$ cat src/sv/fdc_pkg.sv
// Shared types, constants and the CRC-32 byte update for the frame deframer and checker.
// No dependencies; fdc_front, fdc_queue, fdc_back and the top level import this package.
package fdc_pkg;

  localparam int HDR_BYTES      = 20;
  localparam int CRC_HDR_BYTES  = 18;
  localparam int FOLD_SHIFT     = 16;
  localparam int HDR_IDX_W      = 5;
  localparam int QUEUE_DEPTH    = 4;
  localparam int CFG_IDX_W      = 2;
  localparam int CFG_DATA_W     = 32;

  localparam logic [31:0] CRC_POLY        = 32'hEDB8_8320;
  localparam logic [31:0] CRC_INIT        = 32'hFFFF_FFFF;
  localparam logic [31:0] COUNT_MAX       = 32'hFFFF_FFFF;
  localparam logic [23:0] MAX_PAYLOAD_RST = 24'd4096;

  typedef enum logic [CFG_IDX_W-1:0] {
    CFG_FRAME_MAGIC      = 2'd0,
    CFG_PROTOCOL_VERSION = 2'd1,
    CFG_MAX_PAYLOAD      = 2'd2
  } cfg_idx_t;

  typedef enum logic [1:0] {
    VERDICT_OK = 2'd0,
    BAD_HEADER = 2'd1,
    BAD_SIZE   = 2'd2,
    BAD_CHECK  = 2'd3
  } verdict_t;

  typedef enum logic {
    KIND_PAYLOAD = 1'b0,
    KIND_VERDICT = 1'b1
  } result_kind_t;

  typedef struct packed {
    logic        has_payload;
    logic [7:0]  payload;
    logic        has_verdict;
    verdict_t    code;
    logic [15:0] command;
    logic [15:0] sequence_no;
    logic [15:0] status;
    logic [15:0] flags;
    logic [23:0] length;
  } q_entry_t;

  function automatic logic [31:0] crc_byte(input logic [31:0] crc_in, input logic [7:0] b);
    logic [31:0] c;
    c = crc_in ^ {24'd0, b};
    for (int i = 0; i < 8; i++) begin
      c = c[0] ? ((c >> 1) ^ CRC_POLY) : (c >> 1);
    end
    return c;
  endfunction

endpackage

$ cat src/sv/fdc_ifs.sv
// Handshake interfaces for the byte input channel and the result channel.
// No dependencies.
interface fdc_in_if;
  logic       valid;
  logic       ready;
  logic [7:0] data_byte;
  logic       end_of_frame;

  modport source(output valid, data_byte, end_of_frame, input ready);
  modport sink(input valid, data_byte, end_of_frame, output ready);
endinterface

interface fdc_out_if;
  logic        valid;
  logic        ready;
  logic        result_kind;
  logic [7:0]  payload_data;
  logic [1:0]  verdict_code;
  logic [15:0] command_id;
  logic [15:0] sequence_no;
  logic [15:0] status_field;
  logic [15:0] flag_field;
  logic [23:0] payload_length;
  logic        last_result;

  modport source(output valid, result_kind, payload_data, verdict_code, command_id,
                 sequence_no, status_field, flag_field, payload_length, last_result,
                 input ready);
  modport sink(input valid, result_kind, payload_data, verdict_code, command_id,
               sequence_no, status_field, flag_field, payload_length, last_result,
               output ready);
endinterface

$ cat src/sv/fdc_front.sv
// Front end: accepts bytes, captures the header, runs the CRC and decides the verdict.
// Depends on fdc_pkg; holds the configuration registers.
module fdc_front (
  input  logic                          clk,
  input  logic                          rst_n,
  input  logic                          in_valid,
  output logic                          in_ready,
  input  logic [7:0]                    in_data_byte,
  input  logic                          in_end_of_frame,
  input  logic                          cfg_we,
  input  logic [fdc_pkg::CFG_IDX_W-1:0] cfg_index,
  input  logic [fdc_pkg::CFG_DATA_W-1:0] cfg_data,
  input  logic                          q_ready,
  output logic                          push,
  output fdc_pkg::q_entry_t             push_entry
);
  import fdc_pkg::*;

  logic [31:0] frame_magic_r;
  logic [15:0] protocol_version_r;
  logic [23:0] max_payload_r;
  logic [31:0] count_r, count_nxt;
  logic [31:0] crc_r, crc_nxt;
  logic [7:0]  hdr_r [HDR_BYTES];
  logic [7:0]  hdr_nxt [HDR_BYTES];
  logic        accept;
  logic        in_header;
  logic        in_crc;
  logic [31:0] crc_fin;
  logic [15:0] fold;
  logic [31:0] magic;
  logic [15:0] version;
  logic [31:0] length;
  logic [15:0] rcv_check;
  logic        bad_header, bad_size, bad_check;
  verdict_t    code;

  assign in_ready  = q_ready;
  assign accept    = in_valid && q_ready;
  assign in_header = count_r < 32'(HDR_BYTES);
  assign in_crc    = (count_r < 32'(CRC_HDR_BYTES)) || !in_header;

  always_comb begin
    hdr_nxt = hdr_r;
    if (in_header) begin
      hdr_nxt[count_r[HDR_IDX_W-1:0]] = in_data_byte;
    end
  end

  assign count_nxt = (count_r == COUNT_MAX) ? count_r : count_r + 32'd1;
  assign crc_nxt   = in_crc ? crc_byte(crc_r, in_data_byte) : crc_r;
  assign crc_fin   = ~crc_nxt;
  assign fold      = crc_fin[15:0] ^ crc_fin[FOLD_SHIFT +: 16];

  assign magic     = {hdr_nxt[3], hdr_nxt[2], hdr_nxt[1], hdr_nxt[0]};
  assign version   = {hdr_nxt[5], hdr_nxt[4]};
  assign length    = {hdr_nxt[17], hdr_nxt[16], hdr_nxt[15], hdr_nxt[14]};
  assign rcv_check = {hdr_nxt[19], hdr_nxt[18]};

  assign bad_header = (count_nxt < 32'(HDR_BYTES)) || (magic != frame_magic_r)
                      || (version != protocol_version_r);
  assign bad_size   = (length > {8'd0, max_payload_r})
                      || ({1'b0, count_nxt} != ({1'b0, length} + 33'(HDR_BYTES)));
  assign bad_check  = rcv_check != fold;

  always_comb begin
    priority if (bad_header) begin
      code = BAD_HEADER;
    end else if (bad_size) begin
      code = BAD_SIZE;
    end else if (bad_check) begin
      code = BAD_CHECK;
    end else begin
      code = VERDICT_OK;
    end
  end

  always_comb begin
    push_entry             = '0;
    push_entry.has_payload = !in_header;
    push_entry.payload     = in_header ? 8'd0 : in_data_byte;
    push_entry.has_verdict = in_end_of_frame;
    push_entry.code        = code;
    if (code == VERDICT_OK) begin
      push_entry.command     = {hdr_nxt[7], hdr_nxt[6]};
      push_entry.sequence_no = {hdr_nxt[9], hdr_nxt[8]};
      push_entry.status      = {hdr_nxt[11], hdr_nxt[10]};
      push_entry.flags       = {hdr_nxt[13], hdr_nxt[12]};
      push_entry.length      = length[23:0];
    end
  end

  assign push = accept && (!in_header || in_end_of_frame);

  always_ff @(posedge clk) begin
    if (!rst_n) begin
      frame_magic_r      <= '0;
      protocol_version_r <= '0;
      max_payload_r      <= MAX_PAYLOAD_RST;
    end else if (cfg_we) begin
      unique case (cfg_index)
        CFG_FRAME_MAGIC:      frame_magic_r      <= cfg_data;
        CFG_PROTOCOL_VERSION: protocol_version_r <= cfg_data[15:0];
        CFG_MAX_PAYLOAD:      max_payload_r      <= cfg_data[23:0];
        default: ;
      endcase
    end
  end

  always_ff @(posedge clk) begin
    if (!rst_n) begin
      count_r <= '0;
      crc_r   <= CRC_INIT;
    end else if (accept) begin
      if (in_end_of_frame) begin
        count_r <= '0;
        crc_r   <= CRC_INIT;
      end else begin
        count_r <= count_nxt;
        crc_r   <= crc_nxt;
      end
    end
  end

  always_ff @(posedge clk) begin
    if (accept) begin
      hdr_r <= hdr_nxt;
    end
  end

endmodule

$ cat src/sv/fdc_queue.sv
// Short queue between the front end and the result back end.
// Depends on fdc_pkg for the entry type.
module fdc_queue #(
  parameter int Depth = fdc_pkg::QUEUE_DEPTH
) (
  input  logic              clk,
  input  logic              rst_n,
  input  logic              push,
  input  fdc_pkg::q_entry_t push_entry,
  output logic              not_full,
  input  logic              pop,
  output logic              not_empty,
  output fdc_pkg::q_entry_t head
);
  import fdc_pkg::*;

  localparam int PtrW = (Depth > 1) ? $clog2(Depth) : 1;
  localparam int CntW = $clog2(Depth + 1);

  q_entry_t        mem [Depth];
  logic [PtrW-1:0] wr_ptr_r, rd_ptr_r;
  logic [CntW-1:0] cnt_r, cnt_nxt;
  logic            do_push, do_pop;

  assign not_full  = cnt_r != CntW'(Depth);
  assign not_empty = cnt_r != '0;
  assign do_push   = push && not_full;
  assign do_pop    = pop && not_empty;
  assign head      = mem[rd_ptr_r];

  always_comb begin
    cnt_nxt = cnt_r;
    if (do_push && !do_pop) begin
      cnt_nxt = cnt_r + CntW'(1);
    end else if (do_pop && !do_push) begin
      cnt_nxt = cnt_r - CntW'(1);
    end
  end

  always_ff @(posedge clk) begin
    if (!rst_n) begin
      wr_ptr_r <= '0;
      rd_ptr_r <= '0;
      cnt_r    <= '0;
    end else begin
      cnt_r <= cnt_nxt;
      if (do_push) begin
        wr_ptr_r <= (wr_ptr_r == PtrW'(Depth - 1)) ? '0 : wr_ptr_r + PtrW'(1);
      end
      if (do_pop) begin
        rd_ptr_r <= (rd_ptr_r == PtrW'(Depth - 1)) ? '0 : rd_ptr_r + PtrW'(1);
      end
    end
  end

  always_ff @(posedge clk) begin
    if (do_push) begin
      mem[wr_ptr_r] <= push_entry;
    end
  end

endmodule

$ cat src/sv/fdc_back.sv
// Back end: turns queue entries into payload and verdict beats in an output register.
// Depends on fdc_pkg and the result interface.
module fdc_back (
  input  logic              clk,
  input  logic              rst_n,
  input  logic              q_valid,
  input  fdc_pkg::q_entry_t head,
  output logic              pop,
  fdc_out_if.source         out_ch
);
  import fdc_pkg::*;

  logic         out_valid_r;
  logic         kind_r;
  logic [7:0]   payload_r;
  verdict_t     code_r;
  logic [15:0]  command_r, sequence_r, status_r, flags_r;
  logic [23:0]  length_r;
  logic         sent_r, sent_nxt;
  logic         load;
  logic         emit_payload;

  assign load         = !out_valid_r || out_ch.ready;
  assign emit_payload = head.has_payload && !sent_r;
  assign pop          = load && q_valid && !(emit_payload && head.has_verdict);

  always_comb begin
    sent_nxt = sent_r;
    if (load && q_valid) begin
      sent_nxt = emit_payload && head.has_verdict;
    end
  end

  always_ff @(posedge clk) begin
    if (!rst_n) begin
      out_valid_r <= 1'b0;
      sent_r      <= 1'b0;
    end else begin
      sent_r <= sent_nxt;
      if (load) begin
        out_valid_r <= q_valid;
      end
    end
  end

  always_ff @(posedge clk) begin
    if (load && q_valid) begin
      if (emit_payload) begin
        kind_r     <= KIND_PAYLOAD;
        payload_r  <= head.payload;
        code_r     <= VERDICT_OK;
        command_r  <= '0;
        sequence_r <= '0;
        status_r   <= '0;
        flags_r    <= '0;
        length_r   <= '0;
      end else begin
        kind_r     <= KIND_VERDICT;
        payload_r  <= '0;
        code_r     <= head.code;
        command_r  <= head.command;
        sequence_r <= head.sequence_no;
        status_r   <= head.status;
        flags_r    <= head.flags;
        length_r   <= head.length;
      end
    end
  end

  assign out_ch.valid          = out_valid_r;
  assign out_ch.result_kind    = kind_r;
  assign out_ch.payload_data   = payload_r;
  assign out_ch.verdict_code   = code_r;
  assign out_ch.command_id     = command_r;
  assign out_ch.sequence_no    = sequence_r;
  assign out_ch.status_field   = status_r;
  assign out_ch.flag_field     = flags_r;
  assign out_ch.payload_length = length_r;
  assign out_ch.last_result    = kind_r;

endmodule

$ cat src/sv/frame_deframer_checker_unit.sv
// Top level of the frame deframer and checker: front end, queue and back end.
// Depends on fdc_pkg, fdc_ifs, fdc_front, fdc_queue and fdc_back.
//
//   Channel  Direction  Beat contents
//   in_ch    sink       data_byte, end_of_frame
//   out_ch   source     result_kind, payload_data, verdict, header fields, last_result
//   cfg_*    write      cfg_index selects magic, version or max payload; cfg_data
//
// One byte is accepted per cycle while the queue has room; the CRC update and header
// capture are registered as each byte is accepted. A byte that yields both a payload
// beat and a verdict stays at the queue head until both beats have gone out.
// Each result passes through the queue and then the output register. Reset is
// synchronous and needs no clearing pass.
// in_ch.ready drops only while the queue is full.
module frame_deframer_checker_unit #(
  parameter int QueueDepth = fdc_pkg::QUEUE_DEPTH
) (
  input  logic                           clk,
  input  logic                           rst_n,
  fdc_in_if.sink                         in_ch,
  fdc_out_if.source                      out_ch,
  input  logic                           cfg_we,
  input  logic [fdc_pkg::CFG_IDX_W-1:0]  cfg_index,
  input  logic [fdc_pkg::CFG_DATA_W-1:0] cfg_data
);
  import fdc_pkg::*;

  logic     q_not_full;
  logic     q_not_empty;
  logic     push;
  logic     pop;
  q_entry_t push_entry;
  q_entry_t head;

  fdc_front u_front (
    .clk             (clk),
    .rst_n           (rst_n),
    .in_valid        (in_ch.valid),
    .in_ready        (in_ch.ready),
    .in_data_byte    (in_ch.data_byte),
    .in_end_of_frame (in_ch.end_of_frame),
    .cfg_we          (cfg_we),
    .cfg_index       (cfg_index),
    .cfg_data        (cfg_data),
    .q_ready         (q_not_full),
    .push            (push),
    .push_entry      (push_entry)
  );

  fdc_queue #(
    .Depth (QueueDepth)
  ) u_queue (
    .clk        (clk),
    .rst_n      (rst_n),
    .push       (push),
    .push_entry (push_entry),
    .not_full   (q_not_full),
    .pop        (pop),
    .not_empty  (q_not_empty),
    .head       (head)
  );

  fdc_back u_back (
    .clk     (clk),
    .rst_n   (rst_n),
    .q_valid (q_not_empty),
    .head    (head),
    .pop     (pop),
    .out_ch  (out_ch)
  );

`ifndef SYNTHESIS
  a_payload_clean: assert property (@(posedge clk) disable iff (!rst_n)
    out_ch.valid && (out_ch.result_kind == KIND_PAYLOAD) |->
      (out_ch.verdict_code == VERDICT_OK) && (out_ch.payload_length == '0)
      && !out_ch.last_result)
    else $error("Payload beat carries verdict fields.");

  a_verdict_clean: assert property (@(posedge clk) disable iff (!rst_n)
    out_ch.valid && (out_ch.result_kind == KIND_VERDICT) |->
      (out_ch.payload_data == '0) && out_ch.last_result)
    else $error("Verdict beat carries payload data or lacks the last flag.");

  a_error_zero: assert property (@(posedge clk) disable iff (!rst_n)
    out_ch.valid && (out_ch.verdict_code != VERDICT_OK) |->
      (out_ch.command_id == '0) && (out_ch.sequence_no == '0)
      && (out_ch.status_field == '0) && (out_ch.flag_field == '0))
    else $error("Error verdict carries header fields.");

  a_reset_idle: assert property (@(posedge clk) !rst_n |=> !out_ch.valid)
    else $error("Result beat offered right after reset.");
`endif

endmodule
$ cat src/flat_wrapper.sv
// flat-port wrapper written by rule: the top's interface ports become plain ports
module frame_deframer_checker_unit_flat import fdc_pkg::*;
#(
  parameter int QueueDepth = fdc_pkg::QUEUE_DEPTH
)
  (clk, rst_n, cfg_we, cfg_index, cfg_data, in_ch_valid, in_ch_data_byte, in_ch_end_of_frame, in_ch_ready, out_ch_valid, out_ch_result_kind, out_ch_payload_data, out_ch_verdict_code, out_ch_command_id, out_ch_sequence_no, out_ch_status_field, out_ch_flag_field, out_ch_payload_length, out_ch_last_result, out_ch_ready);
  fdc_in_if in_ch_i ();
  fdc_out_if out_ch_i ();
  input  logic clk;
  input  logic rst_n;
  input  logic cfg_we;
  input  logic [fdc_pkg::CFG_IDX_W-1:0] cfg_index;
  input  logic [fdc_pkg::CFG_DATA_W-1:0] cfg_data;
  input wire logic [$bits(in_ch_i.valid)-1:0] in_ch_valid;
  input wire logic [$bits(in_ch_i.data_byte)-1:0] in_ch_data_byte;
  input wire logic [$bits(in_ch_i.end_of_frame)-1:0] in_ch_end_of_frame;
  output wire logic [$bits(in_ch_i.ready)-1:0] in_ch_ready;
  output wire logic [$bits(out_ch_i.valid)-1:0] out_ch_valid;
  output wire logic [$bits(out_ch_i.result_kind)-1:0] out_ch_result_kind;
  output wire logic [$bits(out_ch_i.payload_data)-1:0] out_ch_payload_data;
  output wire logic [$bits(out_ch_i.verdict_code)-1:0] out_ch_verdict_code;
  output wire logic [$bits(out_ch_i.command_id)-1:0] out_ch_command_id;
  output wire logic [$bits(out_ch_i.sequence_no)-1:0] out_ch_sequence_no;
  output wire logic [$bits(out_ch_i.status_field)-1:0] out_ch_status_field;
  output wire logic [$bits(out_ch_i.flag_field)-1:0] out_ch_flag_field;
  output wire logic [$bits(out_ch_i.payload_length)-1:0] out_ch_payload_length;
  output wire logic [$bits(out_ch_i.last_result)-1:0] out_ch_last_result;
  input wire logic [$bits(out_ch_i.ready)-1:0] out_ch_ready;
  assign in_ch_i.valid = in_ch_valid;
  assign in_ch_i.data_byte = in_ch_data_byte;
  assign in_ch_i.end_of_frame = in_ch_end_of_frame;
  assign in_ch_ready = in_ch_i.ready;
  assign out_ch_valid = out_ch_i.valid;
  assign out_ch_result_kind = out_ch_i.result_kind;
  assign out_ch_payload_data = out_ch_i.payload_data;
  assign out_ch_verdict_code = out_ch_i.verdict_code;
  assign out_ch_command_id = out_ch_i.command_id;
  assign out_ch_sequence_no = out_ch_i.sequence_no;
  assign out_ch_status_field = out_ch_i.status_field;
  assign out_ch_flag_field = out_ch_i.flag_field;
  assign out_ch_payload_length = out_ch_i.payload_length;
  assign out_ch_last_result = out_ch_i.last_result;
  assign out_ch_i.ready = out_ch_ready;
  frame_deframer_checker_unit #(.QueueDepth(QueueDepth)) u_core (.clk(clk), .rst_n(rst_n), .in_ch(in_ch_i), .out_ch(out_ch_i), .cfg_we(cfg_we), .cfg_index(cfg_index), .cfg_data(cfg_data));
endmodule
$ cat config.mk
export PLATFORM = sky130hd
export DESIGN_NAME = frame_deframer_checker_unit_flat
export DESIGN_NICKNAME = d
export VERILOG_FILES = /design/src/sv/fdc_pkg.sv /design/src/sv/fdc_ifs.sv /design/src/sv/fdc_front.sv /design/src/sv/fdc_queue.sv /design/src/sv/fdc_back.sv /design/src/sv/frame_deframer_checker_unit.sv /design/src/flat_wrapper.sv
export SDC_FILE = /design/constraint.sdc
export NUM_CORES = 1
export LEC_CHECK = 0
export BUFFER_PORTS_ARGS = -buffer_cell sky130_fd_sc_hd__buf_2
export CAP_MARGIN = 20
export CELL_PAD_IN_SITES_DETAIL_PLACEMENT = 2
export CELL_PAD_IN_SITES_GLOBAL_PLACEMENT = 2
export CORE_ASPECT_RATIO = 1.75
export CORE_MARGIN = 2
export CORE_UTILIZATION = 40
export CTS_BUF_LIST = sky130_fd_sc_hd__clkbuf_16
export CTS_CLUSTER_DIAMETER = 150
export DETAILED_ROUTE_END_ITERATION = 8
export GPL_ROUTABILITY_DRIVEN = 0
export PLACE_DENSITY = 0.85
export RECOVER_POWER = 50
export SKIP_CTS_REPAIR_TIMING = 1
export SLEW_MARGIN = 5
export SYNTH_ARGS = -nofsm -noshare
export SYNTH_HDL_FRONTEND = slang
export SYNTH_SLANG_ARGS = --single-unit
$ cat constraint.sdc
create_clock -name clk -period 7.3 [get_ports clk]
set_clock_uncertainty 0.15 [all_clocks]
set_input_delay 0 -clock clk [delete_from_list [all_inputs] [get_ports clk]]
set_output_delay 0 -clock clk [all_outputs]
set_load 0.005 [all_outputs]
# [Yosys cells after proc, flatten, opt, wreduce, memory -nomap -nowiden]
# Memories as Yosys holds them, arrays and structs flattened. A register that Yosys moved wholly into a read port is not among the register bits.
# Cells that the tools add are included.
[word_totals] mem_bits_rw=400 ff_bits=404 memories=1 inputBits=48 output_inout_bits=102
[classes] n_lt_le_gt_ge=6 eq_ne=10 n_mux=30 add_sub_neg=6 n_reduce_logical=30 bitwise=12
[mem_list] memory="u_core.u_queue.mem" depth=4 word_bits=100 rd=1 rd_ports_with_merged_regs=1 wr=1 line="fdc_queue.sv:20" source="q_entry_t mem [Depth];"
[op_table] op="2-to-1 mux 32 bit" count=12
[op_table] op="bitwise mux 160 bit" count=1
[op_table] op="2-to-1 mux 160 bit" count=1
[op_table] op="inverter 13 -> 14 bit" count=8
[op_table] op="< comparator 32 x 5 -> 1 bit, second input constant" count=3
[op_table] op="2-to-1 mux 88 bit" count=1
[op_table] op="demux 8 bit (select 5 bit)" count=1
[op_table] op="adder 32 x 5 -> 33 bit, second input constant" count=1
[op_table] op="inequality test 32 x 33 -> 1 bit" count=1
[op_table] op="adder 32 x 1 -> 32 bit, second input constant" count=1
[op_table] op="== test 32 bit, second input constant" count=1
[op_table] op="greater-than comparator 32 x 24 -> 1 bit" count=1
[op_table] op="inequality test 16 bit" count=2
[op_table] op="inequality test 32 bit" count=1
[op_table] op="inverter 32 bit" count=1
[op_table] op="bitwise XOR 32 x 8 -> 32 bit" count=1
[op_table] op="2-to-1 mux 8 bit" count=2
[op_table] op="bitwise XOR 16 bit" count=1
[op_table] op="2-to-1 mux 2 bit" count=7
[op_table] op="logical AND 1 bit" count=11
[op_table] op="== test 2 bit, second input constant" count=3
[op_table] op="greater-or-equal comparator 6 bit, second input constant" count=1
[op_table] op="zero test 1 bit" count=6
[op_table] op="logical OR 1 bit" count=6
[op_table] op="other kinds (13)" count=20

# [Logic depth before layout (Yosys ltp)]
# Gate-level depths: netlist of the first run.
[logic_depth] word_depth=26 depth_mapped=23 ltp_nobuf=18

# [Cells and area by module]
# Synthesis of the first run repeated with hierarchy kept, for this count alone.
[unflattened] hier_cells=2787 area_unflattened_um2=37413.4
[by_module_without_submodules] module="fdc_front" area_per_inst_um2=18786.8 n_inst=1 seq_area_each_um2=7527.2 cells_each=1994
[by_module_without_submodules] module="fdc_queue" area_per_inst_um2=14878.0 n_inst=1 seq_area_each_um2=12191.7 cells_each=573
[by_module_without_submodules] module="fdc_back" area_per_inst_um2=3748.6 n_inst=1 seq_area_each_um2=3012.9 cells_each=220

# [Least setup slack after synthesis of the first run]
# Ideal clock, no wire load.
[synth_path] kind="register to register" from="register u_core.u_queue.cnt_r[0]" to="register u_core.u_queue.cnt_r[2]" t_required_ns=7.074 slack_ns=-0.220 path_stages_with_launch=10 period_less_slack_ns=7.520 arrival_ns=7.294 setup_ns=0.076 cell_sequence="dfxtp_1 > nor3_1 > a21oi_1 > nand2_1 > ha_1 > inv_1 > fa_1 > xor2_1 > or3_1 > a21boi_0"
[synth_via] elab_chain_len=7 elab_cells_between_ends=17 cone_classes="add/sub (2); eq/ne (1); mux (2); reduce/logical (12)"
[synth_lines] element="start: declaration" line="fdc_queue.sv:22" source="logic [CntW-1:0] cnt_r, cnt_nxt;"
[synth_lines] element="start signal: assignment" line="fdc_queue.sv:46" source="cnt_r <= cnt_nxt;"
[synth_lines] element="parallel branches: the longest is 7 deep, another holds subtractor 3 x 1 -> 3 bit"
# Parallel ways; which one is timed is not known. The select of a mux whose other input is x is not followed.
# A chain may end at the register's enable or synchronous reset.

==> flow_summary.json, run 1 <==
{
  "arrival_ps": 7560,
  "synth_cell_type_count": 71,
  "fin_cells": 4116,
  "fin_crit_sh": 1.00,
  "slowest_delay_ps": 730,
  "drtAntennaViolNets": 0,
  "clkTransAtPathRegs_ps": 70,
  "worstPathMaxFanout": 22,
  "cp_top_family": "simple AND/OR/NAND/NOR gates",
  "path_buf_inv": 4,
  "cpMaxStageDelayCell": "or4b_4",
  "end_kind": "flip-flop",
  "drt_first_pass_iters": 5,
  "yosysWarnings": 0,
  "grt_first_pass_wirelength_um": 187000,
  "yosys.area.top_type_share": 0.539,
  "synthCells": 2681,
  "coreArea_um2": 91400,
  "relSlewSlack": -1.79,
  "total_leakage_power_nw": 13.9,
  "pre_cts_slack_ps": 245,
  "grt_use_total": 0.273,
  "numCtsBuffers": 77,
  "violations": "negative hold slack, max-capacitance violations, max-slew violations",
  "avgSynthCellArea_um2": 13.7,
  "num_rows": 147,
  "start_util": 0.402,
  "nNetsFinal": 2940,
  "ys.flop_type": "edfxtp_1",
  "num_vias": 24400,
  "finalMaxSlewViolations": 370,
  "cts_tree": "built",
  "die_area_um2": 94300,
  "fin_ws_ps": 3.02,
  "required_ps": 7560,
  "async_reset_ff_frac": 0,
  "fp.dieH_um": 405,
  "period_minus_slack_ps": 7300,
  "m1WireLength_um": 46200,
  "cts_buffer_depth": 3,
  "drtIter0Drc": 1907,
  "worst_pin_slew_ps": 4180,
  "drive_gt1_frac": 0.190,
  "syn2layout_area_growth_pct": 14.6,
  "hold_class": "in2reg",
  "cp_cell_sequence": "nor4_1 > nand4_1 > buf_4 > nor4_2 > buf_4 > mux2i_1 > inv_1 > ha_1 > a21o_1 > a211oi_1 > o31ai_1 > nor4_1 > o21ai_0 > o2111ai_1 > o2111ai_1 > or4b_4 > buf_4 > nor3b_1",
  "numPlacedInstances": 3912,
  "antenna_found_initial": 8,
  "io_buffers": 149,
  "setup_viol": 0,
  "setup.worst_path.start_class": "flip-flop",
  "cpMostUsedCell": "buf_4",
  "netlist_area_um2": 36700,
  "synth_edf_count": 659,
  "synth.largest_area_cell": "edfxtp_1",
  "grt_pass1_vias": 26900,
  "clock_latency_ps": 700,
  "final_cell_mix": "edfxtp_1, nand2_1, xnor2_1, dfxtp_1, nor2b_1",
  "ys_ff_latch": 806,
  "max_freq_mhz": 137,
  "chipWidth_um": 233,
  "power_mw": 13.7,
  "wl_per_cell_um": 31.4,
  "htreeDepth": 3,
  "grt-ovfl-total": 0,
  "pin_count": 150,
  "drv_cap": 7,
  "power_density_nw_per_um2": 325,
  "fillerInstances": 8725,
  "rsz0062_at_grt": "yes",
  "status": "finished, violations left",
  "grt_max_degree": 104,
  "dr_wl_met2_um": 67600,
  "cts.sinks": 806,
  "dr_wl_met3_um": 7020,
  "synth_seq_area_share": 0.619,
  "syn_nets": 2764,
  "crit_type": "reg2reg",
  "place_hpwl_um": 82200,
  "holdWs_ps": -1.25,
  "hold_viol": 2,
  "ir_drop_v": 0.000189,
  "final_common_cell": "edfxtp_1",
  "top_layer": "met5",
  "synth.area.top_cells": "edfxtp_1, dfxtp_1, mux4_2, xnor2_1, mux2_2",
  "viasPerCell": 5.93,
  "drcViolationCount": 0,
  "cts-root-buf": "clkbuf_16",
  "wl_um": 129000
}
==> sequential cells by signal, indices dropped and copies added, names as in the netlist, 3 cells and up, named ones only <==
| register | cells |
|---|---|
| u_core.u_back.out_ch.sequence_no | 16 |
| u_core.u_back.out_ch.command_id | 16 |
| u_core.u_front.crc_r | 32 |
| u_core.u_front.max_payload_r | 24 |
| u_core.u_front.protocol_version_r | 16 |
| u_core.u_back.out_ch.payload_data | 8 |
| u_core.u_front.hdr_r | 160 |
| u_core.u_queue.mem | 400 |
| u_core.u_queue.cnt_r | 3 |
| u_core.u_back.out_ch.payload_length | 24 |
| u_core.u_front.count_r | 32 |
| u_core.u_back.out_ch.flag_field | 16 |
| u_core.u_back.out_ch.status_field | 16 |
| u_core.u_front.frame_magic_r | 32 |
==> per-stage QoR <==
stage,util,instance area (um2),TNS (ps)
floorplan,-,36700,0
global placement,0.425,38800,0
detailed placement,0.425,38800,0
CTS,0.453,41400,-1020
global route,0.460,42100,-712
finish,0.460,42100,0
==> logic make-up (layout without fill, tap and decap cells) <==
| kind of cell | Yosys count | count (layout) | synth area share |
|---|---|---|---|
| adder cells (fa/ha/maj) | 35 | 35 | 0.0121 |
| AND/OR/NAND/NOR | 819 | 819 | 0.122 |
| XOR/XNOR | 241 | 241 | 0.0601 |
| buffers and inverters | 226 | 464 | 0.0239 |
| multiplexers | 269 | 269 | 0.112 |
| AO/OA/AOI/OAI | 285 | 285 | 0.0509 |
| other | 0 | 5 | 0 |
| flip-flops | 806 | 806 | 0.619 |
==> path summary, 6_finish.rpt <==
path | cells after the start | slack, ps | end | start
worst max-delay path | 18 | 3 | u_core.u_queue.mem[0][83] | u_core.u_front.count_r[25]
worst min-delay path | 4 | -1 | u_core.u_front.max_payload_r[12] | cfg_data[12]
worst max register to register | 18 | 3 | u_core.u_queue.mem[0][83] | u_core.u_front.count_r[25]
worst min register to register | 2 | 330 | u_core.u_front.max_payload_r[9] | u_core.u_front.max_payload_r[9]
==> cell usage after synthesis (59+ instances only) <==
cell type	n
clkbuf_1	141
nor2_1	63
nand2_1	260
o21ai_0	59
nor2b_1	127
nor3b_1	79
a21boi_0	79
xnor2_1	198
edfxtp_1	659
dfxtp_1	147
mux2_2	126
mux4_2	100
inv_1	62
==> worst register-to-register path, delay by kind of cell, from the launching register on <==
| kind | cells | cell delay, ps |
|---|---|---|
| and+or+nand+nor | 6 | 3200 |
| AOI/OAI and AO/OA | 6 | 1340 |
| buffers and inverters | 4 | 1090 |
| muxes | 1 | 540 |
| DFF | 1 | 380 |
| adders and majority gates | 1 | 340 |
==> layer usage <==
| layer | vias up | GRT usage |
|---|---|---|
| met2 | 950 | 0.482 |
| li1 | 10300 | - |
| met3 | 405 | 0.0533 |
| met1 | 12700 | 0.300 |
| met5 | - | 0 |
| met4 | 10 | 0.164 |
==> layout make-up <==
class | instances | area, um2 | area share
clock inverters | 64 | 646 | 0.0153
clock buffers | 77 | 1930 | 0.0458
flip-flops and latches | 806 | 22700 | 0.540
multi-input cells | 1649 | 13400 | 0.318
well taps | 1192 | 1490 | 0.0354
repair buffers | 260 | 1630 | 0.0386
diodes | 5 | 12.5 | 0.000297
inverters | 63 | 241 | 0.00574
==> power by group <==
part | internal, mW | leakage, nW | total (mW) | switching, mW
clock network | 2.25 | 1.28 | 4.21 | 1.96
registers | 5.81 | 7.70 | 6.17 | 0.362
logic | 1.39 | 4.90 | 3.30 | 1.91
total | 9.45 | 13.9 | 13.7 | 4.23
Note: power is estimated with default switching activity, not from simulation.
==> run 2: changes to the inputs <==
--- a/config.mk
+++ b/config.mk
@@ -5,7 +5,7 @@
 export SDC_FILE = /design/constraint.sdc
 export NUM_CORES = 1
 export LEC_CHECK = 0
-export BUFFER_PORTS_ARGS = -buffer_cell sky130_fd_sc_hd__buf_2
+export BUFFER_PORTS_ARGS = -buffer_cell sky130_fd_sc_hd__clkbuf_2
 export CAP_MARGIN = 20
 export CELL_PAD_IN_SITES_DETAIL_PLACEMENT = 2
 export CELL_PAD_IN_SITES_GLOBAL_PLACEMENT = 2
==> flow_summary.json, run 2 (synthesis results as in run 1) <==
{
  "status": "finished, violations left",
  "violations": "negative hold slack, max-capacitance violations, max-slew violations, negative setup slack",
  "chipWidth_um": 233,
  "drcViolationCount": 0,
  "grt_first_pass_wirelength_um": 189000,
  "reg2reg_setup_slack_ps": -40,
  "hold_viol": 1,
  "cts_buffer_depth": 3,
  "rsz0062_at_grt": "yes",
  "cts_tree": "built",
  "period_minus_slack_ps": 7340,
  "slowest_delay_ps": 830,
  "required_ps": 7530,
  "num_rows": 147,
  "setup_viol": 8,
  "setup_tns_ps": -207,
  "relSlewSlack": -1.85,
  "cpMaxStageDelayCell": "a211oi_1",
  "setup.worst_path.start_class": "flip-flop",
  "start_util": 0.402,
  "cts.sinks": 806,
  "arrival_ps": 7570,
  "drive_gt1_frac": 0.177,
  "io_buffers": 149,
  "regMostFlops": "u_core.u_queue.mem",
  "fin_ws_ps": -43.4,
  "clock_latency_ps": 690,
  "clkTransAtPathRegs_ps": 60,
  "final_cell_mix": "edfxtp_1, nand2_1, xnor2_1, dfxtp_1",
  "coreArea_um2": 91400,
  "finalMaxSlewViolations": 451,
  "htreeDepth": 3,
  "worst_r2r_startpoint": "u_core.u_front.count_r[16]",
  "fillerInstances": 8722,
  "hold_class": "in2reg",
  "pre_cts_slack_ps": 247,
  "grt_pass1_vias": 26900,
  "grt_use_total": 0.275,
  "cpMostUsedCell": "nor4_4",
  "end_kind": "flip-flop",
  "numCtsBuffers": 78,
  "drt_first_pass_iters": 7,
  "antenna_found_initial": 0,
  "seq_area_um2": 22700,
  "final_common_cell": "edfxtp_1",
  "top_regs": "u_core.u_queue.mem (400), u_core.u_front.hdr_r (160)",
  "worstPathMaxFanout": 89,
  "viasPerCell": 5.94,
  "fin_crit_sh": 1.01,
  "startpoint": "u_core.u_front.count_r[16]",
  "reg2reg_depth": 13,
  "wl_um": 130000,
  "drtAntennaViolNets": 0,
  "max_freq_mhz": 136,
  "fp.dieH_um": 405,
  "power_density_nw_per_um2": 324,
  "grt-ovfl-total": 0,
  "largest_register_ffs": 400,
  "die_area_um2": 94300,
  "place_hpwl_um": 82500,
  "cp-endpoint": "u_core.u_queue.mem[3][32]",
  "total_leakage_power_nw": 13.9,
  "power_mw": 13.6,
  "ir_drop_v": 0.000171,
  "wl_per_cell_um": 31.6,
  "drv_cap": 9,
  "holdWs_ps": -23.9,
  "grt_max_degree": 105,
  "num_vias": 24500,
  "r2r_end": "u_core.u_queue.mem[3][32]",
  "syn2layout_area_growth_pct": 14.2,
  "worst_pin_slew_ps": 4270,
  "cp_cell_sequence": "or4_1 > or3_4 > nor4_4 > buf_4 > mux2i_1 > nor4_4 > nand3_1 > xnor2_1 > a211oi_1 > o211a_1 > or4b_4 > buf_12 > nor3b_1",
  "cts-root-buf": "clkbuf_16",
  "pin_count": 150,
  "multiInputGateArea_um2": 13200,
  "drtIter0Drc": 2024,
  "crit_type": "reg2reg",
  "nNetsFinal": 2950
}
run 2: changes by cell type in the layout (fill, tap and decap cells not counted), moves of 12 or more:
cell      before  now
inv_1         72   84
clkbuf_2       0   71
nor3b_2       45    8
buf_2         75    2
nor3b_1       34   71
run 2: worst min path at each step:
| stage | startpoint | to | cells after the start |
|---|---|---|---|
| 2_1_floorplan | in_ch_end_of_frame | u_core.u_queue.mem[0][90] | 0 |
| 3_3_place_gp | cfg_data[25] | u_core.u_front.frame_magic_r[25] | 3 |
| 3_5_place_dp | cfg_data[24] | u_core.u_front.frame_magic_r[24] | 3 |
| 4_1_cts | cfg_data[31] | u_core.u_front.frame_magic_r[31] | 3 |
| 5_1_grt | cfg_data[21] | u_core.u_front.frame_magic_r[21] | 4 |
| 6_report | in_ch_data_byte[1] | u_core.u_front.crc_r[31] | 6 |
run 2: critical path, delay by kind of cell (launching register included):
kind            cells  cell delay [ps]
mux                 1              310
simple gates        7             3990
xor+xnor            1              220
compound gates      2             1190
flops               1              430
buf+inv             2              590
run 2: cell type report:
type / instances / area share
Antenna cell: 1 / 0.0000597
Inverter: 63 / 0.00567
Tap cell: 1192 / 0.0356
Multi-Input combinational cell: 1649 / 0.315
Sequential cell: 806 / 0.543
Clock buffer: 78 / 0.0466
Timing Repair Buffer: 269 / 0.0404
Clock inverter: 66 / 0.0139
run 2: stage by stage:
| stage | util | hold slack [ps] | area (um2) | std cells |
|---|---|---|---|---|
| final | 0.458 | -23.9 | 41900 | 4124 |
| after detailed placement | 0.426 | 101 | 38900 | 3921 |
| after CTS | 0.453 | -621 | 41400 | 4065 |
| after global placement | 0.426 | 94.3 | 38900 | 3921 |
| after global routing | 0.458 | 43.8 | 41900 | 4123 |
| after floorplan | - | -51.1 | 36700 | 2681 |
run 2: per-layer routing:
layer | track usage | vias up | share of wire
met1 | 0.297 | 12800 | 0.36
met4 | 0.178 | 0 | 0.066
li1 | - | 10300 | -
met2 | 0.489 | 1027 | 0.52
met3 | 0.0514 | 369 | 0.056
met5 | 0 | - | 0
run 2: report_power, final:
group,switching (mW),total [mW],internal [mW]
sequential,0.339,6.15,5.81
combinational,1.90,3.30,1.39
clock,1.91,4.14,2.23
total,4.15,13.6,9.43
